===== src/rtl/mpq_pkg.sv =====
// Shared types and constants for the minimum priority queue.
// Entry layout, per-cell control bundle, operation and status codes.
// No dependencies.
package mpq_pkg;

  localparam int DEFAULT_CAPACITY = 16;

  localparam int VALUE_W = 32;
  localparam int PRIO_W  = 16;
  localparam int IN_W    = 56;

  typedef enum logic {
    OP_INSERT  = 1'b0,
    OP_EXTRACT = 1'b1
  } op_t;

  typedef enum logic [1:0] {
    STATUS_OK    = 2'd0,
    STATUS_FULL  = 2'd1,
    STATUS_EMPTY = 2'd2
  } status_t;

  typedef struct packed {
    logic signed [VALUE_W-1:0] value;
    logic signed [PRIO_W-1:0]  prio;
  } entry_t;

  // Broadcast to every cell in the chain each cycle
  typedef struct packed {
    logic   ins;
    logic   ext;
    entry_t new_entry;
  } cell_ctrl_t;

endpackage


===== src/rtl/mpq_cell.sv =====
// One cell of the sorted queue chain: holds a single entry.
// Shifts left on extract, takes the new entry or its left neighbour on insert.
// Depends on mpq_pkg.
module mpq_cell
  import mpq_pkg::*;
(
  input  logic       clk,
  input  cell_ctrl_t ctrl,
  input  logic       occupied,
  input  logic       left_le,
  input  entry_t     left_entry,
  input  entry_t     right_entry,
  output entry_t     entry,
  output logic       le
);

  entry_t entry_next;

  // Equal priorities stay ahead of the newcomer, which keeps arrival order
  assign le = occupied && ($signed(entry.prio) <= $signed(ctrl.new_entry.prio));

  always_comb begin
    entry_next = entry;
    if (ctrl.ext) begin
      entry_next = right_entry;
    end else if (ctrl.ins && !le) begin
      if (left_le) begin
        entry_next = ctrl.new_entry;
      end else begin
        entry_next = left_entry;
      end
    end
  end

  always_ff @(posedge clk) begin
    entry <= entry_next;
  end

endmodule


===== src/rtl/min_priority_queue.sv =====
// Minimum priority queue built as a chain of sorted compare cells.
// Input item on s_tvalid/s_tready/s_tdata, one result per item on
// m_tvalid/m_tready/m_tdata.
// An insert transfer places a (value, priority) pair into the chain behind
// every stored pair of smaller or equal priority; an extract transfer
// returns the head of the chain, which is the earliest inserted pair of
// the smallest priority, and every cell shifts one place towards the head.
// Each cell compares its own priority against the broadcast newcomer, so
// an item completes whatever the fill level: one item per cycle is taken
// while s_tready is high, and its result is registered and appears on
// m_tdata in the cycle after the input transfer.
// Results wait in a single output register. While it is full and m_tready
// is low, s_tready is low and the queue holds; a new item is taken in the
// same cycle as the waiting result is transferred.
// An insert on a full queue is dropped with status 1; an extract on an
// empty queue gives status 2 and zero value and priority.
// Synchronous reset empties the queue and the output register; no
// clearing pass is needed, cell contents are only read below the count.
module min_priority_queue
  import mpq_pkg::*;
#(
  parameter int CAPACITY = DEFAULT_CAPACITY
) (
  input  logic clk,
  input  logic rst,

  input  logic            s_tvalid,
  output logic            s_tready,
  // [0] op, [32:1] in_value, [48:33] in_priority, rest zero
  input  logic [IN_W-1:0] s_tdata,

  output logic                                   m_tvalid,
  input  logic                                   m_tready,
  // [31:0] out_value, [47:32] out_priority, [48] got_entry,
  // [50:49] status, then entry_count, rest zero
  output logic [((VALUE_W+PRIO_W+3+$clog2(CAPACITY+1)+7)/8)*8-1:0] m_tdata
);

  localparam int COUNT_W  = $clog2(CAPACITY + 1);
  localparam int OUT_BITS = VALUE_W + PRIO_W + 3 + COUNT_W;
  localparam int OUT_W    = ((OUT_BITS + 7) / 8) * 8;

  logic               accept;
  op_t                in_op;
  logic               full;
  logic               empty;
  cell_ctrl_t         ctrl;
  logic [COUNT_W-1:0] count;
  logic [COUNT_W-1:0] count_next;

  entry_t               cells     [CAPACITY];
  logic [CAPACITY-1:0]  le;
  logic [CAPACITY-1:0]  occupied;

  logic                      out_got;
  status_t                   out_status;
  logic [COUNT_W-1:0]        out_count;
  logic signed [VALUE_W-1:0] out_value;
  logic signed [PRIO_W-1:0]  out_prio;

  assign s_tready = !m_tvalid || m_tready;
  assign accept   = s_tvalid && s_tready;
  assign in_op    = op_t'(s_tdata[0]);

  assign full  = (count == COUNT_W'(CAPACITY));
  assign empty = (count == '0);

  always_comb begin
    ctrl.ins             = accept && (in_op == OP_INSERT) && !full;
    ctrl.ext             = accept && (in_op == OP_EXTRACT) && !empty;
    ctrl.new_entry.value = s_tdata[VALUE_W:1];
    ctrl.new_entry.prio  = s_tdata[VALUE_W+PRIO_W:VALUE_W+1];
  end

  always_comb begin
    count_next = count;
    if (ctrl.ins) begin
      count_next = count + 1'b1;
    end else if (ctrl.ext) begin
      count_next = count - 1'b1;
    end
  end

  always_ff @(posedge clk) begin
    if (rst) begin
      count <= '0;
    end else begin
      count <= count_next;
    end
  end

  for (genvar i = 0; i < CAPACITY; i++) begin : g_cell
    assign occupied[i] = (COUNT_W'(i) < count);

    mpq_cell u_cell (
      .clk         (clk),
      .ctrl        (ctrl),
      .occupied    (occupied[i]),
      .left_le     ((i == 0) ? 1'b1 : le[(i == 0) ? 0 : i - 1]),
      .left_entry  (cells[(i == 0) ? 0 : i - 1]),
      .right_entry ((i == CAPACITY - 1) ? cells[i] : cells[(i == CAPACITY - 1) ? i : i + 1]),
      .entry       (cells[i]),
      .le          (le[i])
    );
  end

  // Output register: hold until transferred
  always_ff @(posedge clk) begin
    if (rst) begin
      m_tvalid <= 1'b0;
    end else if (accept) begin
      m_tvalid <= 1'b1;
    end else if (m_tready) begin
      m_tvalid <= 1'b0;
    end
  end

  always_ff @(posedge clk) begin
    if (accept) begin
      out_count <= count_next;
      out_got   <= ctrl.ext;
      out_value <= ctrl.ext ? cells[0].value : '0;
      out_prio  <= ctrl.ext ? cells[0].prio : '0;
      if (in_op == OP_INSERT && full) begin
        out_status <= STATUS_FULL;
      end else if (in_op == OP_EXTRACT && empty) begin
        out_status <= STATUS_EMPTY;
      end else begin
        out_status <= STATUS_OK;
      end
    end
  end

  assign m_tdata = OUT_W'({out_count, out_status, out_got, out_prio, out_value});

  a_count_bound : assert property (@(posedge clk) disable iff (rst)
    count <= COUNT_W'(CAPACITY))
    else $error("entry count beyond capacity");

  a_insert_grows : assert property (@(posedge clk) disable iff (rst)
    ctrl.ins |=> count == $past(count) + 1'b1)
    else $error("insert did not grow the queue");

  a_extract_result : assert property (@(posedge clk) disable iff (rst)
    ctrl.ext |=> m_tvalid && out_got && out_status == STATUS_OK)
    else $error("extract result missing its entry");

  a_head_sorted : assert property (@(posedge clk) disable iff (rst)
    count >= COUNT_W'(2) |-> $signed(cells[0].prio) <= $signed(cells[1].prio))
    else $error("queue head out of order");

endmodule

===== config.mk =====
export PLATFORM = sky130hd
export DESIGN_NAME = min_priority_queue
export DESIGN_NICKNAME = d
export VERILOG_FILES = /design/src/rtl/mpq_pkg.sv /design/src/rtl/mpq_cell.sv /design/src/rtl/min_priority_queue.sv
export SDC_FILE = /design/constraint.sdc
export NUM_CORES = 2
export LEC_CHECK = 0
export ABC_AREA = 1
export ABC_CLOCK_PERIOD_IN_PS = 16050
export BUFFER_PORTS_ARGS = -buffer_cell sky130_fd_sc_hd__buf_2
export CAP_MARGIN = 10
export CORE_MARGIN = 4
export CORE_UTILIZATION = 30
export CTS_CLUSTER_SIZE = 12
export DETAILED_ROUTE_END_ITERATION = 10
export PLACE_DENSITY = 0.53
export SLEW_MARGIN = 10
export SYNTH_ARGS = -nofsm -noshare
export SYNTH_HDL_FRONTEND = slang
export SYNTH_SLANG_ARGS = --single-unit

===== constraint.sdc =====
create_clock -name clk -period 16.05 [get_ports clk]
set_clock_uncertainty 0.1 [all_clocks]
set_input_delay 3.21 -clock clk [delete_from_list [all_inputs] [get_ports clk]]
set_output_delay 3.21 -clock clk [all_outputs]
set_load 0.01 [all_outputs]

# Word level (Yosys, flattened, before mapping)
# Cells that the tools add are included.
[totals]
romBits = 0
word_cells = 203
mem_count = 0
mem_bits_rw = 0
latchBits = 0
ff_bits = 830
[classes]
eq_ne = 1
n_mul = 0
reduce_logical = 77
n_bitwise = 2
n_div = 0
muxes = 50
n_addsub = 2
order_cmp = 32
n_shift = 0
[ops]
columns = ["operator", "count"]
rows = [
  ["48-bit two-way mux", 45],
  ["16-bit <= comparator", 16],
  ["4-bit by 5-bit less-than comparator with 1-bit output, first input constant", 8],
  ["1-bit logical AND", 39],
  ["2-bit nonzero test", 16],
  ["3-bit by 5-bit less-than comparator with 1-bit output, first input constant", 4],
  ["1-bit logical NOT", 19],
  ["1-bit by 5-bit less-than comparator with 1-bit output, first input constant", 2],
  ["2-bit by 5-bit less-than comparator with 1-bit output, first input constant", 2],
  ["5-bit two-way mux", 2],
  ["5-bit by 1-bit adder with 5-bit output, second input constant", 1],
  ["5-bit equality test, second input constant", 1],
  ["5-bit logical NOT", 1],
  ["5-bit by 1-bit subtractor with 5-bit output, second input constant", 1],
  ["1-bit two-way mux", 2],
  ["2-bit two-way mux", 1],
  ["1-bit NOT", 2],
  ["2-bit AND reduction", 1],
  ["1-bit logical OR", 1],
]

# Longest topological paths before layout
[depth]
ltp_word = 8
mapped_depth = 19
mapped_depth_nobuf = 17

# Hierarchy
# A second synthesis with hierarchy kept.
[hier_totals]
cells_unflattened = 5814
area_unflattened_um2 = 48855.6
[modules_own_cells]
columns = ["module", "area_each_um2", "cells_each", "seq_area_each_um2", "instances"]
rows = [
  ["mpq_cell (g_cell[0].u_cell ...)", 2909.0, 350, 1441.4, 10],
  ["mpq_cell (g_cell[4].u_cell ...)", 2839.0, 342, 1441.4, 6],
  ["min_priority_queue", 2731.4, 262, 1801.7, 1],
]

# Least setup slack after synthesis
# OpenSTA, ideal clock, no wires.
[synth_timing]
kind = "input -> register"
from = "in m_tready"
to = "reg g_cell[15].u_cell.entry[0] in the netlist's numbering (enable)"
arrival_ns = 7.309
path_buffers = 0
stages = 6
path_slack_ns = 8.172
path_cell_list = "inv_1 > nand2_1 > nand2_1 > inv_1 > nand3_1 > a21oi_1"
[synth_between]
elab_chain_len = 6
[synth_rtl]
columns = ["item", "line", "text"]
rows = [
  ["from (decl)", "min_priority_queue.sv:33", "input logic m_tready,"],
  ["1-bit logical OR (*)", "min_priority_queue.sv:61", "assign s_tready = !m_tvalid || m_tready;"],
  ["named net s_tready", "min_priority_queue.sv:28", "output logic s_tready,"],
  ["1-bit logical AND (*)", "min_priority_queue.sv:62", "assign accept = s_tvalid && s_tready;"],
  ["named net accept", "min_priority_queue.sv:43", "logic accept;"],
  ["1-bit logical AND (on tied branches) (2 in a row)", "min_priority_queue.sv:69, min_priority_queue.sv:70", ""],
  ["1-bit logical AND / 1-bit NOT (equally long branches)", "-", ""],
  ["2-bit AND reduction (no source line) (*)", "-", ""],
  ["to (signal assigned)", "mpq_cell.sv:36", "entry <= entry_next;"],
  ["to (decl)", "mpq_cell.sv:13", "output entry_t entry,"],
]
# Mark *: on every way through the listed nets, which the timed path passes. The rest lies on a longest branch.
# A chain may end at the register's enable or synchronous reset.

==> flow_metrics.py <==
metrics = {
    "worst_setup_path": {
        "rr_startpoint": "count[4]",
        "crit_top_cell": "buf_4",
        "worstPathArrival_ns": 8.09,
        "crit_path_top_delay_cell": "buf_4",
        "cp_top_family": "buffers and inverters",
        "path_buf_inv": 6,
        "path_class": "in2reg",
        "path_max_fanout": 89,
        "cp.required_ns": 16.53,
        "slowest_delay_ns": 0.95,
        "cp-end-kind": "flop",
        "path_cells": "buf_2 -> inv_1 -> nand2_1 -> nand2_1 -> nor2_1 -> nand2_8 -> buf_4 -> buf_4 -> buf_4 -> buf_4 -> nand3_1 -> nand2_1",
        "startpoint": "m_tready",
        "critPathLaunchType": "input pin",
    },
    "sta": {
        "drv_slew": 0,
        "timing.final.crit_period_ns": 7.61,
        "slew_headroom": 0.196,
        "fin_crit_sh": 0.474,
        "finalSetupViolations": 0,
        "worst_slew_pin_slew_ns": 1.21,
        "hold_viol": 0,
        "rsz0062_at_grt": "false",
        "whs_ns": 0.414,
        "fmaxAchievable_mhz": 131,
        "tns_ns": 0,
    },
    "clock_network": {
        "clk_latency_ns": 0.73,
        "cts_max_path_buffers": 3,
        "path_clk_slew_ns": 0.06,
        "root_buffer": "clkbuf_16",
        "clkSinkCount": 830,
        "cts_tree": "done",
        "post_cts_buffers": 0,
        "cts_made_buffers": 93,
        "cts-resized-gates": 0,
        "htree_num_levels": 3,
        "postCtsHoldBufs": 0,
    },
    "die": {
        "start_util": 0.301,
        "ios": 118,
        "core_region_area_um2": 172000,
        "die_h_um": 423,
        "die_area_um2": 179000,
        "die_w_um": 423,
        "rows": 152,
    },
    "pwr": {
        "pwr-share-seq": 0.422,
        "intPower_mw": 4.66,
        "vdd_drop_max_v": 0.0000842,
        "power_frac_comb": 0.281,
        "p_leak_nw": 27.3,
        "power.density_nw_per_um2": 128,
        "p_clk_frac": 0.297,
        "p_sw_mw": 2.69,
        "switching_share": 0.366,
    },
    "grt": {
        "track_usage": 0.197,
        "grt-ovfl-total": 0,
        "grt_pass1_wl_um": 276000,
        "antenna_found_initial": 4,
        "grt_max_degree": 160,
        "grt_pass1_vias": 42800,
    },
    "synth": {
        "netlist_area_um2": 51700,
        "synth_top_cell_by_area": "edfxtp_1",
        "ys_ff_latch": 830,
        "ys_warn_count": 0,
        "synth_edf_count": 824,
        "ys_top_cells_by_area": "edfxtp_1 (48%), nand2_1 (18%), nand3_1 (14%)",
        "async_flop_share": 0,
        "synth_top_area_frac": 0.479,
        "ys_seq_area_frac": 0.481,
        "syn_avg_cell_area_um2": 7.71,
        "yosysUniqueCellTypes": 32,
        "syn_inst": 6709,
        "synth_ff_type": "edfxtp_1",
        "synthesis.nets": 7028,
    },
    "hold_path": {
        "holdCritStartpoint": "m_tvalid",
        "min-delay-path-class": "reg2reg",
    },
    "finish": {
        "final_cell_mix": "nand2_1 (2473), nand3_1 (1444), inv_1 (834)",
        "drive_gt1_frac": 0.0593,
        "multi_input_area_um2": 22000,
        "nets": 6886,
        "n_fill_cell": 18300,
        "syn2layout_area_growth_pct": 10.7,
        "mostFrequentLayoutCell": "nand2_1",
        "regArea_um2": 24900,
        "fin_area_um2": 57200,
    },
    "detailed_routing": {
        "drc": 0,
        "drt_first_pass_iters": 6,
        "route.detailed.wl_per_inst_um": 20.4,
        "routed_wl_um": 182000,
        "via_per_inst": 5.07,
        "drt_iter0_markers": 4984,
        "postRouteAntennaNets": 0,
        "vias": 45400,
    },
    "run_status": {
        "status": "finished, final reports clean",
    },
    "placement": {
        "portBuffers": 110,
        "gp_congestion": 0.870,
        "dpl_cell_area_um2": 54200,
        "hpwl_um": 110000,
    },
    "flow_run": {
        "maxCapViolCount": 0,
    },
}
[path summary, 6_finish.rpt]
check                                to  slack (ns)  cells after the start
max          g_cell[7].u_cell.entry[29]        8.44                     12
min reg2reg                    m_tvalid        0.41                      2
min                            m_tvalid        0.41                      2
max reg2reg  g_cell[7].u_cell.entry[29]       10.05                     11
[registers in the layout, summed over array words and instances, names as in the netlist]
signal and count:
count 5, g_cell.u_cell.entry 768, out_value 32, out_prio 16
out_count 5, m_tvalid 1, out_got 1, out_status 2
[power by group through the flow]
| stage | combinational, mW | sequential, mW | clock [mW] |
|---|---|---|---|
| 2_1_floorplan | 1.38 | 3.07 | 0 |
| 3_3_place_gp | 2.01 | 3.13 | 0 |
| 3_5_place_dp | 2.04 | 3.14 | 0 |
| 4_1_cts | 2.05 | 3.10 | 2.22 |
| 5_1_grt | 2.31 | 3.13 | 2.31 |
| 6_report | 2.07 | 3.10 | 2.18 |
[layout make-up]
cell class,count,share of cell area
sequential,830,0.434
multi-input combinational,4593,0.385
inverter,844,0.0555
tap,2310,0.0505
clock buffer,116,0.0425
timing repair buffer,205,0.0221
clock inverter,55,0.00971
antenna,3,0.000131
[worst min-delay path, cell delays in order (launching register included)]
cell and delay (ns):
dfxtp_1 0.30, nand2_1 0.09, a21oi_1 0.07
[cell families (layout without fill, tap and decap cells)]
group	count (synthesis)	after routing	synth area share
AO/OA/AOI/OAI	198	198	0.0207
XOR/XNOR	2	2	0.000339
adder cells (fa/ha/maj)	259	259	0.0627
buffers and inverters	1286	1220	0.0983
flip-flops	830	830	0.481
other	0	3	0
AND/OR/NAND/NOR	4134	4134	0.337
[per-layer routing]
layer | GRT usage | part of all wire | vias to the layer above
met1 | 0.282 | 0.45 | 21700
met4 | 0.0604 | 0.028 | 0
li1 | - | - | 21500
met5 | 0 | 0 | -
met3 | 0.0326 | 0.086 | 244
met2 | 0.306 | 0.44 | 1954
[stage by stage]
stage | utilization | setup WS, ns | std cells | total power [mW]
6_report | 0.334 | 8.44 | 8956 | 7.35
2_1_floorplan | - | 8.17 | 6709 | 4.46
4_1_cts | 0.334 | 8.69 | 8953 | 7.37
5_1_grt | 0.334 | 8.32 | 8954 | 7.75
3_3_place_gp | 0.316 | 7.87 | 8782 | 5.14
3_5_place_dp | 0.316 | 7.93 | 8782 | 5.18
[synthesized netlist by cell type (all sizes together), types with 2 or more instances]
cell type	count
nand2	2506
nand3	1459
inv	844
edfxtp	824
ha	259
clkbuf	226
buf	216
nor2	131
a21oi	98
o21ai	73
nand4	20
a21o	16
nor3	13
dfxtp	6
o21bai	4
a211oi	2
nor2b	2
o31ai	2
xor2	2
(Power assumes the default switching activity.)
